$ cat src/hdl/utf8_lenient_decoder_unit_defines.svh
// assertion macros for the lenient utf-8 decoder
// expects clk and arst_n in the scope of each use
`ifndef UTF8_LENIENT_DECODER_UNIT_DEFINES_SVH
`define UTF8_LENIENT_DECODER_UNIT_DEFINES_SVH

`ifndef NO_ASSERTIONS
`define U8LD_ASSERT_NOW(label, ante, cons) \
	label: assert property (@(posedge clk) disable iff (!arst_n) (ante) |-> (cons)) \
		else $error("utf8 decoder check failed");
`define U8LD_ASSERT_NEXT(label, ante, cons) \
	label: assert property (@(posedge clk) disable iff (!arst_n) (ante) |=> (cons)) \
		else $error("utf8 decoder check failed");
`else
`define U8LD_ASSERT_NOW(label, ante, cons)
`define U8LD_ASSERT_NEXT(label, ante, cons)
`endif

`endif

$ cat src/hdl/u8ld_pkg.sv
// types, constants and decode functions of the lenient utf-8 decoder
// no dependencies
package u8ld_pkg;

	localparam logic [20:0] QMARK = 21'd63;

	localparam logic [2:0] LEN_BAD = 3'd0;
	localparam logic [2:0] LEN_ONE = 3'd1;
	localparam logic [2:0] LEN_TWO = 3'd2;
	localparam logic [2:0] LEN_THREE = 3'd3;
	localparam logic [2:0] LEN_FOUR = 3'd4;

	typedef struct packed {
		logic [7:0] text_byte;
		logic       end_of_text;
	} byte_item_t;

	typedef struct packed {
		logic [20:0] code_point;
		logic        run_last;
		logic        text_finished;
	} cp_item_t;

	typedef logic [3:0][7:0] byte_win_t;

	typedef enum logic {
		ST_IDLE,
		ST_FLUSH
	} state_t;

	function automatic logic [2:0] lead_length(input logic [7:0] b);
		logic [2:0] len;
		len = LEN_BAD;
		if ((b & 8'h80) == 8'h00) len = LEN_ONE;
		else if ((b & 8'hE0) == 8'hC0) len = LEN_TWO;
		else if ((b & 8'hF0) == 8'hE0) len = LEN_THREE;
		else if ((b & 8'hF8) == 8'hF0) len = LEN_FOUR;
		return len;
	endfunction

	function automatic logic [20:0] assemble(input byte_win_t w, input logic [2:0] len);
		logic [20:0] cp;
		unique case (len)
			LEN_ONE:   cp = {13'd0, w[0]};
			LEN_TWO:   cp = {10'd0, w[0][4:0], w[1][5:0]};
			LEN_THREE: cp = {5'd0, w[0][3:0], w[1][5:0], w[2][5:0]};
			LEN_FOUR:  cp = {w[0][2:0], w[1][5:0], w[2][5:0], w[3][5:0]};
			default:   cp = QMARK;
		endcase
		return cp;
	endfunction

endpackage

$ cat src/hdl/utf8_lenient_decoder_unit.sv
// lenient utf-8 decoder: bytes in, code points out
// depends on u8ld_pkg and utf8_lenient_decoder_unit_defines.svh
//
//  channel   dir  payload        handshake
//  byte      in   byte_item_t    byte_valid / byte_stall
//  cp        out  cp_item_t      cp_valid / cp_stall
//
// a byte without end_of_text is taken when the output register is free; a completed sequence gives one result
// a byte with end_of_text is taken likewise, then the held bytes give one to four results,
// each produced by the shared decode unit over the held bytes
// reset clears the sequencer and the output valid flag; held bytes need no clearing
// results wait in an output register; a stalled result holds the sequencer

`include "utf8_lenient_decoder_unit_defines.svh"

module utf8_lenient_decoder_unit (
	input  logic                clk,
	input  logic                arst_n,
	input  logic                byte_valid,
	output logic                byte_stall,
	input  u8ld_pkg::byte_item_t byte_item,
	output logic                cp_valid,
	input  logic                cp_stall,
	output u8ld_pkg::cp_item_t  cp_item
);

	u8ld_pkg::state_t    state_q, state_d;
	logic [1:0]          cnt_q, cnt_d;
	logic [2:0]          len_q, len_d;
	logic [2:0]          rem_q, rem_d;
	u8ld_pkg::byte_win_t buf_q, buf_d;
	logic                cp_valid_q;
	u8ld_pkg::cp_item_t  cp_item_q;

	u8ld_pkg::byte_win_t win_idle, unit_win;
	logic [2:0]          unit_len, lead_in, lead_buf, step, n_in;
	logic [20:0]         unit_cp;
	logic                flush_ok, out_free, load, last;
	u8ld_pkg::cp_item_t  load_item;

	assign out_free = !cp_valid_q || !cp_stall;
	assign lead_in  = u8ld_pkg::lead_length(byte_item.text_byte);
	assign lead_buf = u8ld_pkg::lead_length(buf_q[0]);
	assign flush_ok = (lead_buf != u8ld_pkg::LEN_BAD) && (lead_buf <= rem_q);
	assign step     = flush_ok ? lead_buf : 3'd1;
	assign last     = (step == rem_q);
	assign n_in     = {1'b0, cnt_q} + 3'd1;

	always_comb begin
		win_idle = buf_q;
		win_idle[cnt_q] = byte_item.text_byte;
	end

	// shared decode unit operand select
	always_comb begin
		unit_win = buf_q;
		unit_len = u8ld_pkg::LEN_BAD;
		unique case (state_q)
			u8ld_pkg::ST_IDLE: begin
				unit_win = win_idle;
				unit_len = (cnt_q == 2'd0) ? lead_in : len_q;
			end
			u8ld_pkg::ST_FLUSH: begin
				unit_len = flush_ok ? lead_buf : u8ld_pkg::LEN_BAD;
			end
			default: begin
				unit_len = u8ld_pkg::LEN_BAD;
			end
		endcase
	end

	assign unit_cp = u8ld_pkg::assemble(unit_win, unit_len);

	always_comb begin
		state_d    = state_q;
		cnt_d      = cnt_q;
		len_d      = len_q;
		rem_d      = rem_q;
		buf_d      = buf_q;
		load       = 1'b0;
		load_item  = '0;
		byte_stall = 1'b1;
		unique case (state_q)
			u8ld_pkg::ST_IDLE: begin
				byte_stall = !out_free;
				if (byte_valid && out_free) begin
					if (byte_item.end_of_text) begin
						buf_d   = win_idle;
						rem_d   = n_in;
						cnt_d   = 2'd0;
						len_d   = u8ld_pkg::LEN_BAD;
						state_d = u8ld_pkg::ST_FLUSH;
					end else if (cnt_q == 2'd0 && lead_in > u8ld_pkg::LEN_ONE) begin
						buf_d = win_idle;
						cnt_d = 2'd1;
						len_d = lead_in;
					end else if (cnt_q != 2'd0 && n_in < len_q) begin
						buf_d = win_idle;
						cnt_d = n_in[1:0];
					end else begin
						load      = 1'b1;
						load_item = '{code_point: unit_cp, run_last: 1'b1,
							text_finished: 1'b0};
						cnt_d     = 2'd0;
						len_d     = u8ld_pkg::LEN_BAD;
					end
				end
			end
			u8ld_pkg::ST_FLUSH: begin
				if (out_free) begin
					load      = 1'b1;
					load_item = '{code_point: unit_cp, run_last: last, text_finished: last};
					buf_d     = buf_q >> {step, 3'b000};
					rem_d     = rem_q - step;
					if (last) begin
						state_d = u8ld_pkg::ST_IDLE;
					end
				end
			end
			default: begin
				state_d = u8ld_pkg::ST_IDLE;
			end
		endcase
	end

	always_ff @(posedge clk or negedge arst_n) begin
		if (!arst_n) begin
			state_q    <= u8ld_pkg::ST_IDLE;
			cnt_q      <= 2'd0;
			len_q      <= u8ld_pkg::LEN_BAD;
			rem_q      <= 3'd0;
			cp_valid_q <= 1'b0;
		end else begin
			state_q <= state_d;
			cnt_q   <= cnt_d;
			len_q   <= len_d;
			rem_q   <= rem_d;
			if (load) begin
				cp_valid_q <= 1'b1;
			end else if (!cp_stall) begin
				cp_valid_q <= 1'b0;
			end
		end
	end

	always_ff @(posedge clk) begin
		buf_q <= buf_d;
		if (load) begin
			cp_item_q <= load_item;
		end
	end

	assign cp_valid = cp_valid_q;
	assign cp_item  = cp_item_q;

	`U8LD_ASSERT_NOW(a_flush_rem, state_q == u8ld_pkg::ST_FLUSH, rem_q != 3'd0)
	`U8LD_ASSERT_NOW(a_pending_len, cnt_q != 2'd0, (len_q >= u8ld_pkg::LEN_TWO) && (len_q <= u8ld_pkg::LEN_FOUR) && ({1'b0, cnt_q} < len_q))
	`U8LD_ASSERT_NEXT(a_eot_flush, byte_valid && !byte_stall && byte_item.end_of_text, state_q == u8ld_pkg::ST_FLUSH && cnt_q == 2'd0)

endmodule
$ cat config.mk
export PLATFORM = sky130hd
export DESIGN_NAME = utf8_lenient_decoder_unit
export DESIGN_NICKNAME = d
export VERILOG_FILES = /design/src/hdl/u8ld_pkg.sv /design/src/hdl/utf8_lenient_decoder_unit.sv
export VERILOG_INCLUDE_DIRS = /design/src /design/src/hdl
export SDC_FILE = /design/constraint.sdc
export NUM_CORES = 1
export LEC_CHECK = 0
export BUFFER_PORTS_ARGS = -buffer_cell sky130_fd_sc_hd__buf_2
export CORE_MARGIN = 2
export CORE_UTILIZATION = 40
export CTS_BUF_LIST = sky130_fd_sc_hd__clkbuf_8
export CTS_CLUSTER_SIZE = 10
export DETAILED_ROUTE_END_ITERATION = 8
export SYNTH_ARGS = -nofsm -noshare
export SYNTH_HDL_FRONTEND = slang
export SYNTH_SLANG_ARGS = --single-unit
$ cat constraint.sdc
create_clock -name clk -period 4.8 [get_ports clk]
set_clock_uncertainty 0.15 [all_clocks]
set_input_delay 0.72 -clock clk [delete_from_list [all_inputs] [get_ports clk]]
set_output_delay 0.72 -clock clk [all_outputs]
set_load 0.02 [all_outputs]
---- Yosys cells after proc, flatten, opt, wreduce, memory -nomap -nowiden ----
Cells that the tools add are included.
storage, ports and cells
  flip-flop bits (word level) ............. 65
  input port bits ......................... 13
  output and inout port bits .............. 25
  logic and storage cells ................. 109
operators by class
  add/subtract/negate cells ............... 2
  order comparisons ....................... 5
  equal/unequal tests ..................... 17
  shift-type cells ........................ 1
  muxes and demuxes ....................... 53
  bitwise gates (word level) .............. 1
  reduce and logical (&&, ||, !) cells .... 18
operators by type and width
  kind                                            number
  two-way mux 32 bit                              5
  two-way mux 23 bit                              5
  case mux 21 bit (4 select lines)                1
  case mux 32 bit (2 select lines)                1
  two-way mux 3 bit                               17
  case mux 23 bit (2 select lines)                1
  bitwise mux 32 bit                              1
  right shift 32 x 6 -> 32 bit                    1
  two-way mux 30 bit                              1
  demux 8 bit (select 2 bit)                      1
  logical NOT 8 bit                               2
  two-way mux 1 bit                               12
  case mux 3 bit (2 select lines)                 2
  == test 5 bit (second input constant)           2
  == test 3 bit (second input constant)           3
  AND reduction 3 bit                             3
  == test 4 bit (second input constant)           2
  two-way mux 8 bit                               1
  == test 3 x 2 -> 1 bit (second input constant)  2
  two-way mux 2 bit                               3
  logical AND 1 bit                               5
  != test 2 x 1 -> 1 bit (second input constant)  2
  != test 2 bit (second input constant)           2
  != test 4 bit (second input constant)           1
  other kinds (18)                                21

---- Depth between registers and ports, before layout ----
  depth in word-level cells ............... 16
  depth in mapped cells ................... 15
  mapped depth without buffers ............ 13

---- Least setup slack after synthesis ----
OpenSTA, ideal clock, no wires.
  kind .................................... register -> register
  start point ............................. register cnt_q[0]
  end point ............................... register buf_q[0] in the netlist's numbering (enable)
  arrival ................................. 2.807 ns
  required time ........................... 4.246 ns
  path slack .............................. 1.439 ns
  cell stages (with the launch flop) ...... 10
  path through ............................ dfrtp_1 > inv_1 > ha_1 > ha_1 > a21boi_0 > o21ai_1 > and2_1 > clkbuf_1 > nor3_1 > o21ai_0
between the ends
  cells in the longest elaborated chain, start to end .. 5
  elaborated cells on any way between the ends .. 8
RTL lines
  element                          RTL line                          RTL
  from (decl)                      utf8_lenient_decoder_unit.sv:28   logic [1:0] cnt_q, cnt_d;
  from (signal assigned)           utf8_lenient_decoder_unit.sv:135  cnt_q <= cnt_d;
  adder 2 x 1 -> 3 bit             utf8_lenient_decoder_unit.sv:47   assign n_in = {1'b0, cnt_q} + 3'd1;
  less-than comparator 3 bit       utf8_lenient_decoder_unit.sv:97   end else if (cnt_q != 2'd0 && n_in < len_q) begin
  logical AND 1 bit                utf8_lenient_decoder_unit.sv:97
  != test 4 bit (no line) *        -
  AND reduction 3 bit (no line) *  -
  to (signal assigned)             utf8_lenient_decoder_unit.sv:147  buf_q <= buf_d;
  to (decl)                        utf8_lenient_decoder_unit.sv:31   u8ld_pkg::byte_win_t buf_q, buf_d;
Mark *: on every way between the ends. The rest lies on a longest branch, timed or not.
A chain may end at the register's enable or synchronous reset.

---- Final worst setup path ----
  start point ............................. register buf_q[4] in the netlist's numbering
  end point ............................... register rem_q[2]
between the ends
  cells in the longest elaborated chain, start to end .. 11
  elaborated cells on any way between the ends .. 13
RTL lines
  element                                                           RTL line                          RTL
  == test 5 bit                                                     u8ld_pkg.sv:37                    else if ((b & 8'hF8) == 8'hF0) len = LEN_FOUR;
  two-way mux 3 bit                                                 u8ld_pkg.sv:37
  two-way mux 3 bit *                                               u8ld_pkg.sv:36                    else if ((b & 8'hF0) == 8'hE0) len = LEN_THREE;
  two-way mux 3 bit *                                               u8ld_pkg.sv:35                    else if ((b & 8'hE0) == 8'hC0) len = LEN_TWO;
  two-way mux 3 bit *                                               u8ld_pkg.sv:34                    if ((b & 8'h80) == 8'h00) len = LEN_ONE;
  <= comparator 3 bit / nonzero test 3 bit (equally long branches)  utf8_lenient_decoder_unit.sv:44   assign flush_ok = (lead_buf != u8ld_pkg::LEN_BAD) && (lead_buf <= rem_q);
  logical AND 1 bit                                                 utf8_lenient_decoder_unit.sv:44
  two-way mux 3 bit *                                               utf8_lenient_decoder_unit.sv:45   assign step = flush_ok ? lead_buf : 3'd1;
  subtractor 3 bit *                                                utf8_lenient_decoder_unit.sv:114  rem_d = rem_q - step;
  two-way mux 3 bit *                                               utf8_lenient_decoder_unit.sv:110  if (out_free) begin
  case mux 3 bit (2 select lines) *                                 utf8_lenient_decoder_unit.sv:83   unique case (state_q)
  to (signal assigned)                                              utf8_lenient_decoder_unit.sv:137  rem_q <= rem_d;
  to (decl)                                                         utf8_lenient_decoder_unit.sv:30   logic [2:0] rem_q, rem_d;
Mark *: on every way between the ends. The rest lies on a longest branch, timed or not. The select of a mux whose other input is x is not followed.

==> results.md <==
- Post-Place Cells: 573
- CTS max path bufs: 2
- Most frequent CP cell: nand2_1
- Post-cts sizing count: 0
- Outcome: finished clean
- Worst path cell trace: nand3b_1, nand2_1, inv_1, ha_1, and3b_1, o21ai_4, nand2_1, clkinv_1, fa_1, xor2_1, mux2i_1, a21oi_1
- Routed WL per cell: 17.7 um
- Minimum clock period: 3.67 ns
- Synth Instances: 421
- Setup bufs post-CTS: 0
- # Max-Cap Violations: 0
- EDFF count, synth: 55
- Cells on worst reg2reg path: 12
- Cell area after placement: 4580 um2
- Fillers: 1073
- CTS tree: yes
- ANT nets after route: 0
- Netlist cell types: 67
- Req. time, crit path: 4.86 ns
- Routability cong.: 0.871
- Share of post-route cells with drive strength above 1: 18.7%
- PD cells: 771 nW/um2
- Lkg Pwr: 1.89 nW
- Syn Area/Cell: 10.4 um2
- Synth-to-layout area growth: 9.20%
- 1st-pass router iterations: 5
- Pin count of the biggest net entering global routing: 48
- Top Ports: 38
- Slew Viols, Final: 0
- Yosys reg bits: 65
- Final instance area: 4770 um2
- Die Ht: 108 um
- Crit-path max cell delay: 0.54 ns
- Achievable Freq: 272 MHz
- Number of hold violations in the final report: 0
- Setup_tns: 0 ns
- Final wirelength: 10400 um
- Synth Flop Type: edfxtp_1
- DIE WIDTH: 108 um
- DR vias/cell: 5.62
- GR Util All Layers: 18.7%
- Syn nets: 446
- Slew headroom: 40.4%
- Cts bufs inserted: 9
- 1st-iter DRT viols: 239
- Synthesized cell area: 4370 um2
- Diode count: 0
- Crit end category: register
- Seq/Total Area, Yosys: 43.6%
- Async set-reset flop share out of synthesis: 15.4%
- DPL Wire Length: 7600 um
- Hold Buf Count CTS: 0
- Initial antenna violation count: 0
- CP max stage cell: fa_1
- Starting Density: 40.6%
- Ys Warns: 0
- CORE AREA: 10700 um2
- Hold crit path type: input port to async pin
- Root buf cell: clkbuf_8
- Power consumption: 3.67 mW
- Clk_lat worst skew: 0.35 ns
- Port bufs: 37
- Kind of critical path: register to register
- Slew @ Worst Pin: 0.894 ns
- Die footprint: 11800 um2
- First-pass GRT wire length: 16700 um
- Gr ovfl total: 0
- Clock sink count: 65
- Vias in the first global route: 3115
- CP Max Fanout: 17
- Final setup viols: 0
- RSZ-0062 raised after global routing: false
- Clock slew at reported path FFs: 0.07 ns
- Fin nets: 469
- Site Rows: 38
- DRC viols: 0
- Crit path launch type: register
- H-tree Lvls: 3
- Fin cells: 589
- Final Cycle Share: 76.6%
- CP arrival: 3.73 ns
- Vias: 3309
- VDD IR max: 0.346 mV
-- where the power goes --
| group | total, mW | switching [mW] | internal (mW) | leakage (nW) |
|---|---|---|---|---|
| registers | 1.19 | 0.179 | 1.01 | 0.670 |
| clock network | 0.447 | 0.213 | 0.234 | 0.0939 |
| logic | 2.04 | 1.28 | 0.756 | 1.12 |
| total | 3.67 | 1.67 | 2.00 | 1.89 |
-- kinds of logic (layout without fill, tap and decap cells) --
group / count (synthesis) / count (layout) / synth area share, %
flip-flops: 65 / 65 / 43.6
AO/OA/AOI/OAI: 117 / 117 / 20.1
buffers and inverters: 45 / 73 / 5.47
adder cells (fa/ha/maj): 12 / 12 / 3.61
XOR/XNOR: 2 / 2 / 0.401
AND/OR/NAND/NOR: 122 / 122 / 13.5
multiplexers: 58 / 58 / 13.4
-- cell type report --
type | count | area (um2) | share of cell area, %
multi-input cells | 311 | 2230 | 46.7
flip-flops and latches | 65 | 1900 | 39.9
repair buffers | 42 | 223 | 4.67
well taps | 140 | 175 | 3.67
clock buffers | 9 | 124 | 2.60
clock inverters | 7 | 62.6 | 1.31
inverters | 15 | 56.3 | 1.18
-- registers in the layout, summed over array words and instances, names as in the netlist --
register,count
state_q,1
cp_item,23
cp_valid,1
rem_q,3
len_q,3
cnt_q,2
buf_q,32
-- per-stage QoR --
stage | hold slack (ns) | worst slack [ns] | util, %
after floorplan | 0.274 | 1.44 | -
after global placement | 0.347 | 1.31 | 42.6
after detailed placement | 0.373 | 1.17 | 42.6
after CTS | 0.0708 | 1.15 | 44.4
after global routing | 0.0745 | 0.887 | 44.4
final | 0.0751 | 1.13 | 44.4
-- path summary, 6_finish.rpt --
path,endpoint,slack (ns),start
min in group clk,len_q[1],0.40,len_q[1]
max,rem_q[2],1.13,buf_q[4]
max in group asynchronous,state_q,4.21,arst_n
max reg2reg,rem_q[2],1.13,buf_q[4]
min,cnt_q[1],0.08,arst_n
min reg2reg,len_q[1],0.40,len_q[1]
-- per-layer routing --
| layer | global-route usage [%] | vias up | wire length, um |
|---|---|---|---|
| met5 | 0 | - | 0 |
| met4 | 6.78 | 0 | 163 |
| met3 | 4.34 | 13 | 554 |
| met2 | 28.7 | 95 | 4650 |
| met1 | 25.9 | 1590 | 5040 |
| li1 | - | 1611 | - |
-- worst max-delay path, delay by kind of cell, from the launching register on --
kind / cells / cell delay, ns
XOR/XNOR: 1 / 0.19
adder cells (fa/ha/maj): 2 / 0.71
AO/OA/AOI/OAI: 2 / 0.20
AND/OR/NAND/NOR: 4 / 0.97
flip-flops: 1 / 0.51
buffers and inverters: 2 / 0.57
multiplexers: 1 / 0.20
-- cell usage after synthesis, types with 3 or more instances --
library cell | count | share of area, %
nand2_1 | 49 | 4.2
a21oi_1 | 16 | 1.8
a211oi_1 | 5 | 0.86
o21a_1 | 4 | 0.69
buf_6 | 4 | 1.0
dfrtp_1 | 10 | 5.7
ha_1 | 11 | 3.2
nand3_1 | 4 | 0.46
o22ai_1 | 20 | 2.9
edfxtp_1 | 55 | 38
inv_1 | 13 | 1.1
mux2i_1 | 53 | 12
a211o_1 | 8 | 1.6
mux2_2 | 3 | 0.77
nor3_1 | 3 | 0.34
buf_2 | 8 | 0.92
o21ai_1 | 3 | 0.34
and2_1 | 13 | 1.9
a21oi_2 | 4 | 0.80
a22oi_1 | 10 | 1.7
nor2b_1 | 3 | 0.43
clkbuf_1 | 12 | 1.0
nor2_1 | 30 | 2.6
a32o_1 | 6 | 1.4
nand2b_1 | 4 | 0.57
o21ai_0 | 19 | 2.2
-- layout by cell type (no fill, tap or decap), types with 10 or more instances in the layout --
cell / synthesis / layout
a22oi_1: 10 / 10
buf_2: 8 / 37
o22ai_1: 20 / 20
mux2i_1: 53 / 53
inv_1: 13 / 14
a21oi_1: 16 / 16
edfxtp_1: 55 / 55
o21ai_0: 19 / 18
nor2_1: 30 / 30
and2_1: 13 / 13
dfrtp_1: 10 / 10
nand2_1: 49 / 49
ha_1: 11 / 11
Power figures use the tool's default switching activity.
